## src/rtl/core/lsbb64_pkg.sv

```systemverilog
// Shared types, constants and the Base64 alphabet lookup for the extractor.
`timescale 1ns / 1ps

package lsbb64_pkg;

	// Length of the hidden character-count header, in carrier bits.
	localparam int HEADER_BITS = 32;
	localparam int HDR_CNT_W   = $clog2(HEADER_BITS + 1);
	localparam int CHARS_W     = HEADER_BITS - 1;

	// Base64 padding character.
	localparam logic [7:0] PAD_CHAR = 8'h3D;

	// Decoder bit balance after a reset or a new message (minus eight).
	localparam logic [3:0] PEND_INIT = 4'b1000;

	// One carrier word.
	typedef struct packed {
		logic [7:0] carrier_byte;
		logic       message_start;
	} carrier_word_t;

	// One result word.
	typedef struct packed {
		logic [7:0] out_byte;
		logic       byte_valid;
		logic       message_end;
	} result_word_t;

	// Outcome of one processed carrier word.
	typedef struct packed {
		logic         has_result;
		result_word_t word;
	} step_res_t;

	// Maps a character to its sextet; bit 6 is set when the character is in the alphabet.
	function automatic logic [6:0] sextet_of(input logic [7:0] c);
		logic [6:0] r;
		r = '0;
		priority if (c >= 8'h41 && c <= 8'h5A) begin
			r = {1'b1, 6'(c - 8'h41)};
		end else if (c >= 8'h61 && c <= 8'h7A) begin
			r = {1'b1, 6'(c - 8'h61 + 8'd26)};
		end else if (c >= 8'h30 && c <= 8'h39) begin
			r = {1'b1, 6'(c - 8'h30 + 8'd52)};
		end else if (c == 8'h2B) begin
			r = {1'b1, 6'd62};
		end else if (c == 8'h2F) begin
			r = {1'b1, 6'd63};
		end else begin
			r = '0;
		end
		return r;
	endfunction

endpackage

```

## src/rtl/core/lsbb64_in_reg.sv

```systemverilog
// Input register stage that holds one carrier word for the extraction logic.
`timescale 1ns / 1ps

module lsbb64_in_reg (
	input  logic                     clk,
	input  logic                     arst_n,
	input  logic                     carrier_valid,
	output logic                     carrier_stall,
	input  lsbb64_pkg::carrier_word_t carrier_word,
	input  logic                     down_free,
	output logic                     go,
	output lsbb64_pkg::carrier_word_t word_s1
);

	logic valid_s1;

	// The held word moves on whenever the result register can take its outcome.
	assign go            = valid_s1 && down_free;
	assign carrier_stall = valid_s1 && !down_free;

	// Valid bit of the stage.
	always_ff @(posedge clk or negedge arst_n) begin
		if (!arst_n) begin
			valid_s1 <= 1'b0;
		end else if (!carrier_stall) begin
			valid_s1 <= carrier_valid;
		end
	end

	// Payload of the stage.
	always_ff @(posedge clk) begin
		if (carrier_valid && !carrier_stall) begin
			word_s1 <= carrier_word;
		end
	end

endmodule

```

## src/rtl/core/lsbb64_extract.sv

```systemverilog
// Message state, header and character assembly, and the streaming Base64 decoder.
`timescale 1ns / 1ps

module lsbb64_extract (
	input  logic                      clk,
	input  logic                      arst_n,
	input  logic                      go,
	input  lsbb64_pkg::carrier_word_t word_s1,
	output lsbb64_pkg::step_res_t     res
);

	localparam logic [1:0] PH_IDLE   = 2'd0;
	localparam logic [1:0] PH_HEADER = 2'd1;
	localparam logic [1:0] PH_BODY   = 2'd2;
	localparam logic [1:0] PH_DONE   = 2'd3;

	logic [1:0]                        phase_q;
	logic [lsbb64_pkg::HEADER_BITS-1:0] hdr_shift_q;
	logic [lsbb64_pkg::HDR_CNT_W-1:0]   hdr_cnt_q;
	logic [lsbb64_pkg::CHARS_W-1:0]     chars_q;
	logic [7:0]                        char_q;
	logic [2:0]                        char_cnt_q;
	logic [11:0]                       acc_q;
	logic [3:0]                        pend_q;
	logic                              pad_q;

	logic [1:0]                        phase_d;
	logic [lsbb64_pkg::HEADER_BITS-1:0] hdr_shift_d;
	logic [lsbb64_pkg::HDR_CNT_W-1:0]   hdr_cnt_d;
	logic [lsbb64_pkg::CHARS_W-1:0]     chars_d;
	logic [7:0]                        char_d;
	logic [2:0]                        char_cnt_d;
	logic [11:0]                       acc_d;
	logic [3:0]                        pend_d;
	logic                              pad_d;

	// Next state and the result for the held carrier word.
	always_comb begin
		logic       bit_in;
		logic [7:0] ch;
		logic [6:0] sx;
		logic [7:0] byte_v;
		logic       vld;
		logic       endf;

		bit_in      = word_s1.carrier_byte[0];
		ch          = '0;
		sx          = '0;
		byte_v      = '0;
		vld         = 1'b0;
		endf        = 1'b0;
		phase_d     = phase_q;
		hdr_shift_d = hdr_shift_q;
		hdr_cnt_d   = hdr_cnt_q;
		chars_d     = chars_q;
		char_d      = char_q;
		char_cnt_d  = char_cnt_q;
		acc_d       = acc_q;
		pend_d      = pend_q;
		pad_d       = pad_q;

		// A start mark clears the message and makes this word the first header bit.
		if (word_s1.message_start) begin
			phase_d     = PH_HEADER;
			hdr_shift_d = '0;
			hdr_cnt_d   = '0;
			chars_d     = '0;
			char_d      = '0;
			char_cnt_d  = '0;
			acc_d       = '0;
			pend_d      = lsbb64_pkg::PEND_INIT;
			pad_d       = 1'b0;
		end

		unique case (phase_d)
			PH_HEADER: begin
				hdr_shift_d = {hdr_shift_d[lsbb64_pkg::HEADER_BITS-2:0], bit_in};
				hdr_cnt_d   = hdr_cnt_d + lsbb64_pkg::HDR_CNT_W'(1);
				if (hdr_cnt_d == lsbb64_pkg::HDR_CNT_W'(lsbb64_pkg::HEADER_BITS)) begin
					// A count with its top bit set counts as zero.
					if (hdr_shift_d[lsbb64_pkg::HEADER_BITS-1]) begin
						chars_d = '0;
					end else begin
						chars_d = hdr_shift_d[lsbb64_pkg::CHARS_W-1:0];
					end
					if (chars_d == '0) begin
						phase_d = PH_DONE;
						endf    = 1'b1;
					end else begin
						phase_d = PH_BODY;
					end
				end
			end
			PH_BODY: begin
				ch = {char_d[6:0], bit_in};
				if (char_cnt_d == 3'd7) begin
					char_cnt_d = '0;
					char_d     = '0;
					// Feed the finished character to the Base64 decoder.
					if (!pad_d) begin
						sx = lsbb64_pkg::sextet_of(ch);
						if (sx[6]) begin
							acc_d  = {acc_d[5:0], sx[5:0]};
							pend_d = pend_d + 4'd6;
							if (!pend_d[3]) begin
								byte_v = 8'(acc_d >> pend_d[2:0]);
								pend_d = pend_d - 4'd8;
								vld    = 1'b1;
							end
						end else if (ch == lsbb64_pkg::PAD_CHAR) begin
							pad_d = 1'b1;
						end
					end
					chars_d = chars_d - lsbb64_pkg::CHARS_W'(1);
					if (chars_d == '0) begin
						phase_d = PH_DONE;
						endf    = 1'b1;
					end
				end else begin
					char_cnt_d = char_cnt_d + 3'd1;
					char_d     = ch;
				end
			end
			PH_IDLE, PH_DONE: begin
				// Words outside a message are dropped.
			end
			default: begin
			end
		endcase

		res.has_result       = vld || endf;
		res.word.out_byte    = vld ? byte_v : 8'd0;
		res.word.byte_valid  = vld;
		res.word.message_end = endf;
	end

	// State registers advance once per processed word.
	always_ff @(posedge clk or negedge arst_n) begin
		if (!arst_n) begin
			phase_q     <= PH_IDLE;
			hdr_shift_q <= '0;
			hdr_cnt_q   <= '0;
			chars_q     <= '0;
			char_q      <= '0;
			char_cnt_q  <= '0;
			acc_q       <= '0;
			pend_q      <= lsbb64_pkg::PEND_INIT;
			pad_q       <= 1'b0;
		end else if (go) begin
			phase_q     <= phase_d;
			hdr_shift_q <= hdr_shift_d;
			hdr_cnt_q   <= hdr_cnt_d;
			chars_q     <= chars_d;
			char_q      <= char_d;
			char_cnt_q  <= char_cnt_d;
			acc_q       <= acc_d;
			pend_q      <= pend_d;
			pad_q       <= pad_d;
		end
	end

`ifndef SYNTHESIS
	// The decoder balance stays between minus eight and minus one between words.
	a_pend_negative: assert property (@(posedge clk) disable iff (!arst_n)
		pend_q[3])
		else $error("decoder bit balance left its range");

	// A message body always has characters left to receive.
	a_body_has_chars: assert property (@(posedge clk) disable iff (!arst_n)
		(phase_q == PH_BODY) |-> (chars_q != '0))
		else $error("body phase with no characters left");

	// The header count never reaches the header length while still in the header.
	a_hdr_cnt_bound: assert property (@(posedge clk) disable iff (!arst_n)
		(phase_q == PH_HEADER) |->
		(hdr_cnt_q < lsbb64_pkg::HDR_CNT_W'(lsbb64_pkg::HEADER_BITS)))
		else $error("header bit count overran");

	// Ending a message leaves the block done.
	a_end_to_done: assert property (@(posedge clk) disable iff (!arst_n)
		(go && res.word.message_end) |=> (phase_q == PH_DONE))
		else $error("message end without done phase");
`endif

endmodule

```

## src/rtl/core/lsbb64_out_reg.sv

```systemverilog
// Result register that holds one result word until the receiver takes it.
`timescale 1ns / 1ps

module lsbb64_out_reg (
	input  logic                     clk,
	input  logic                     arst_n,
	input  logic                     go,
	input  lsbb64_pkg::step_res_t    res,
	output logic                     down_free,
	output logic                     result_valid,
	input  logic                     result_stall,
	output lsbb64_pkg::result_word_t result_word
);

	logic valid_q;

	// The register can load when it is empty or its word leaves this cycle.
	assign down_free    = !valid_q || !result_stall;
	assign result_valid = valid_q;

	// Valid bit of the result register.
	always_ff @(posedge clk or negedge arst_n) begin
		if (!arst_n) begin
			valid_q <= 1'b0;
		end else if (down_free) begin
			valid_q <= go && res.has_result;
		end
	end

	// Payload of the result register.
	always_ff @(posedge clk) begin
		if (go && res.has_result && down_free) begin
			result_word <= res.word;
		end
	end

endmodule

```

## src/rtl/core/lsb_stego_base64_extractor_core.sv

```systemverilog
// Top level of the LSB steganography extractor with streaming Base64 decoder.
//
//   channel   valid           stall           word
//   carrier   carrier_valid   carrier_stall   carrier_word (carrier_byte, message_start)
//   result    result_valid    result_stall    result_word (out_byte, byte_valid, message_end)
//
// One carrier word is taken per cycle unless stalled; results wait in the result register.
// The input register and the result register bound a single pass of decode logic.
// A result register stall backs up into the input register and then into carrier_stall.
// Words that cause no result leave nothing in the result register but still wait for down_free.
// Reset (arst_n low) empties both registers and returns the block to idle.
`timescale 1ns / 1ps

module lsb_stego_base64_extractor_core (
	input  logic                     clk,
	input  logic                     arst_n,
	input  logic                     carrier_valid,
	output logic                     carrier_stall,
	input  lsbb64_pkg::carrier_word_t carrier_word,
	output logic                     result_valid,
	input  logic                     result_stall,
	output lsbb64_pkg::result_word_t result_word
);

	logic                      down_free;
	logic                      go;
	lsbb64_pkg::carrier_word_t word_s1;
	lsbb64_pkg::step_res_t     res;

	// Input register.
	lsbb64_in_reg u_in_reg (
		.clk           (clk),
		.arst_n        (arst_n),
		.carrier_valid (carrier_valid),
		.carrier_stall (carrier_stall),
		.carrier_word  (carrier_word),
		.down_free     (down_free),
		.go            (go),
		.word_s1       (word_s1)
	);

	// Message state and decoding.
	lsbb64_extract u_extract (
		.clk     (clk),
		.arst_n  (arst_n),
		.go      (go),
		.word_s1 (word_s1),
		.res     (res)
	);

	// Result register.
	lsbb64_out_reg u_out_reg (
		.clk          (clk),
		.arst_n       (arst_n),
		.go           (go),
		.res          (res),
		.down_free    (down_free),
		.result_valid (result_valid),
		.result_stall (result_stall),
		.result_word  (result_word)
	);

endmodule
```

## config.mk

```make
export PLATFORM = sky130hd
export DESIGN_NAME = lsb_stego_base64_extractor_core
export DESIGN_NICKNAME = d
export VERILOG_FILES = /design/src/rtl/core/lsbb64_pkg.sv /design/src/rtl/core/lsbb64_in_reg.sv /design/src/rtl/core/lsbb64_extract.sv /design/src/rtl/core/lsbb64_out_reg.sv /design/src/rtl/core/lsb_stego_base64_extractor_core.sv
export SDC_FILE = /design/constraint.sdc
export NUM_CORES = 1
export LEC_CHECK = 0
export BUFFER_PORTS_ARGS = -buffer_cell sky130_fd_sc_hd__buf_4
export CAP_MARGIN = 20
export CORE_MARGIN = 2
export CORE_UTILIZATION = 55
export DETAILED_ROUTE_END_ITERATION = 16
export PLACE_DENSITY = 0.72
export SETUP_SLACK_MARGIN = 0.1
export SYNTH_ARGS = -nofsm -noshare
export SYNTH_HDL_FRONTEND = slang
export SYNTH_HIERARCHICAL = 1
export SYNTH_SLANG_ARGS = --single-unit
```

## constraint.sdc

```tcl
create_clock -name clk -period 10.7 [get_ports clk]
set_clock_uncertainty 0.05 [all_clocks]
set_input_delay 0.535 -clock clk [delete_from_list [all_inputs] [get_ports clk]]
set_output_delay 0.535 -clock clk [all_outputs]
set_load 0.02 [all_outputs]
```

==> impl_metrics.py <==
metrics = {
    "clocking": {
        "insertion_delay_ns": 0.36,
        "cts-root-buf": "clkbuf_16",
        "cts_buffer_depth": 2,
        "postCtsSetupBuffers": 0,
        "path_clk_slew_ns": 0.07,
        "clock-sinks": 105,
        "ctsResizeCount": 0,
        "cts_hold_buffers": 0,
        "numCtsBuffers": 9,
        "cts_tree": "done",
        "h-tree-depth": 3,
    },
    "timing": {
        "worst_slew_pin_slew_ns": 1.09,
        "finalSetupViolCount": 0,
        "fin_tns_setup_ns": 0,
        "fin_crit_sh": 0.462,
        "drv_slew": 0,
        "rsz0062_at_grt": "false",
        "finalHoldViolCount": 0,
        "fmax_ghz": 0.202,
        "relSlewSlack": 0.274,
        "period_needed_ns": 4.94,
    },
    "setup_path": {
        "cp-end-kind": "register",
        "slowest_stage": "nand2_1",
        "cp_top_family": "simple AND/OR/NAND/NOR gates",
        "crit_top_cell": "buf_4",
        "worst-path-buf-inv": 3,
        "cp-start-kind": "register",
        "slowest_delay_ns": 0.58,
        "critPathKind": "register to register",
        "path_cells": "buf_4 -> buf_4 -> nor2b_1 -> ha_1 -> ha_1 -> nand2_1 -> a2111oi_0 -> and4_1 -> nand4_1 -> nor4_1 -> nand4_1 -> o211ai_1 -> nand2_1 -> a21oi_1 -> buf_4",
        "crit_arrival_ns": 4.96,
        "cp.required_ns": 10.71,
        "cp_max_fo": 50,
    },
    "global_routing": {
        "grt_start_max_net_pins": 55,
        "grt_usage": 0.324,
        "gr-total-overflow": 0,
        "antenna_found_initial": 0,
        "grt_pass1_wl_mm": 36.4,
        "grt_pass1_vias": 6619,
    },
    "floorplan": {
        "start_util": 0.559,
        "rows": 42,
        "core_region_area_um2": 13200,
        "io_pins": 25,
        "die_height_um": 120,
        "die_area_um2": 14400,
        "die_w_um": 120,
    },
    "power_and_ir_drop": {
        "vdd_drop_max_v": 0.0000863,
        "power_w": 0.00109,
        "total_leakage_power_nw": 3.17,
        "power.density_nw_per_um2": 138,
    },
    "drt": {
        "drcViolationCount": 0,
        "drtPass1Iterations": 8,
        "viasPerCell": 6.85,
        "wl_mm": 22.5,
        "num_vias": 7093,
        "post_drt_wl_per_cell_um": 21.7,
        "drt_iter0_markers": 865,
        "antenna_left": 0,
    },
    "placed_design": {
        "gp_congestion": 0.996,
        "dpl.hpwl_mm": 15.6,
        "portBuffers": 17,
    },
    "finish": {
        "drive_gt1_frac": 0.0779,
        "final_nets": 881,
        "multi_input_area_um2": 4300,
        "final-seq-area_um2": 2690,
        "n_antenna_cell": 0,
        "synthToLayoutAreaGrowth_pct": 6.80,
        "n_fill_cell": 1187,
    },
    "synthesis": {
        "syn-num-nets": 912,
        "synth_area_um2": 7380,
        "syn_inst": 886,
        "avgSynthCellArea_um2": 8.33,
        "yosysWarningCount": 6,
    },
    "worst_hold_path": {
        "hold_class": "input pin to asynchronous set/reset pin",
    },
    "flow_run": {
        "cap_violations": 0,
    },
    "run_status": {
        "status": "completed",
    },
}
metal layers:
metal / track usage / up-vias / wire (µm)
met5: 0 / - / 0
met4: 0.113 / 0 / 659
met3: 0.0775 / 42 / 1950
met2: 0.452 / 328 / 9520
met1: 0.487 / 3441 / 10300
li1: - / 3282 / -
cells in the final DEF (no fill, tap or decap), drive strengths merged, types with 5 or more instances in the layout:
master   instances
buf             34
nand2b          14
a31oi           13
o22ai           15
nor2b           23
nand2           82
inv             27
xnor2            8
a32o             9
nand4b           5
nand4           17
nor3            20
nor2            51
clkbuf          11
nand3           36
a22o            46
and3            14
or4              6
mux2i           13
a2bb2oi          6
ha              13
edfxtp          12
o31ai           11
a211oi          16
dfrtp           92
nor3b            6
a21oi           68
and2            11
and4             6
nor4            22
o21ai           69
or3             10
where the power goes:
group | switching (W) | internal (W) | leakage, nW
Sequential | 0.0000331 | 0.000421 | 1.36
Combinational | 0.000187 | 0.0000964 | 1.64
Clock | 0.000155 | 0.000199 | 0.161
Total | 0.000375 | 0.000716 | 3.17
path summary, 6_finish.rpt:
check / depth (start not counted) / from / endpoint / slack [ns]
worst max-delay path: 15 / u_in_reg/word_s1[0] / u_out_reg/result_word[2] / 5.76
worst min-delay path: 1 / arst_n / u_extract/hdr_shift_q[29] / 0.09
worst max register to register: 15 / u_in_reg/word_s1[0] / u_out_reg/result_word[2] / 5.76
worst min register to register: 1 / u_extract/char_cnt_q[1] / u_extract/char_cnt_q[1] / 0.45
max in group asynchronous: 2 / arst_n / u_extract/chars_q[2] / 9.42
min in group clk: 1 / carrier_word[1] / u_in_reg/word_s1[1] / 0.30
worst reg2reg max path: stages (launching register included):
cell and delay, ns:
edfxtp_1 0.36, buf_4 0.25, buf_4 0.36, nor2b_1 0.19, ha_1 0.17, ha_1 0.53, nand2_1 0.59, a2111oi_0 0.53
and4_1 0.27, nand4_1 0.09, nor4_1 0.31, nand4_1 0.20, o211ai_1 0.14, nand2_1 0.13, a21oi_1 0.24, buf_4 0.25
registers in the layout, summed over array words and instances, names as in the netlist:
register and flops:
u_extract/hdr_cnt_q 6, u_extract/acc_q 6, u_extract/phase_q 2, u_out_reg/result_valid 1, u_extract/char_q 7, u_in_reg/word_s1 2
u_extract/pend_q 4, u_extract/char_cnt_q 3, u_extract/chars_q 31, u_extract/hdr_shift_q 31, u_out_reg/result_word 10, u_in_reg/valid_s1 1
u_extract/pad_q 1
layout make-up:
| type | instances | area share |
|---|---|---|
| clock buffers | 11 | 0.0321 |
| clock inverters | 5 | 0.00873 |
| inverters | 26 | 0.0124 |
| multi-input cells | 679 | 0.545 |
| flip-flops and latches | 105 | 0.341 |
| well taps | 176 | 0.0279 |
| repair buffers | 34 | 0.0326 |
through the flow:
| step | hold slack [ns] | cells | setup WS, ns | area (µm²) | util |
|---|---|---|---|---|---|
| 6_report | 0.0934 | 1036 | 5.76 | 7880 | 0.597 |
| 5_1_grt | 0.129 | 1036 | 5.47 | 7880 | 0.597 |
| 4_1_cts | 0.116 | 1035 | 5.35 | 7870 | 0.597 |
| 3_5_place_dp | 0.433 | 1019 | 5.39 | 7550 | 0.572 |
| 3_3_place_gp | 0.416 | 1017 | 5.45 | 7530 | 0.571 |
| 2_1_floorplan | 0.189 | 886 | 6.45 | 7380 | - |
Power figures use the tool's default switching activity.
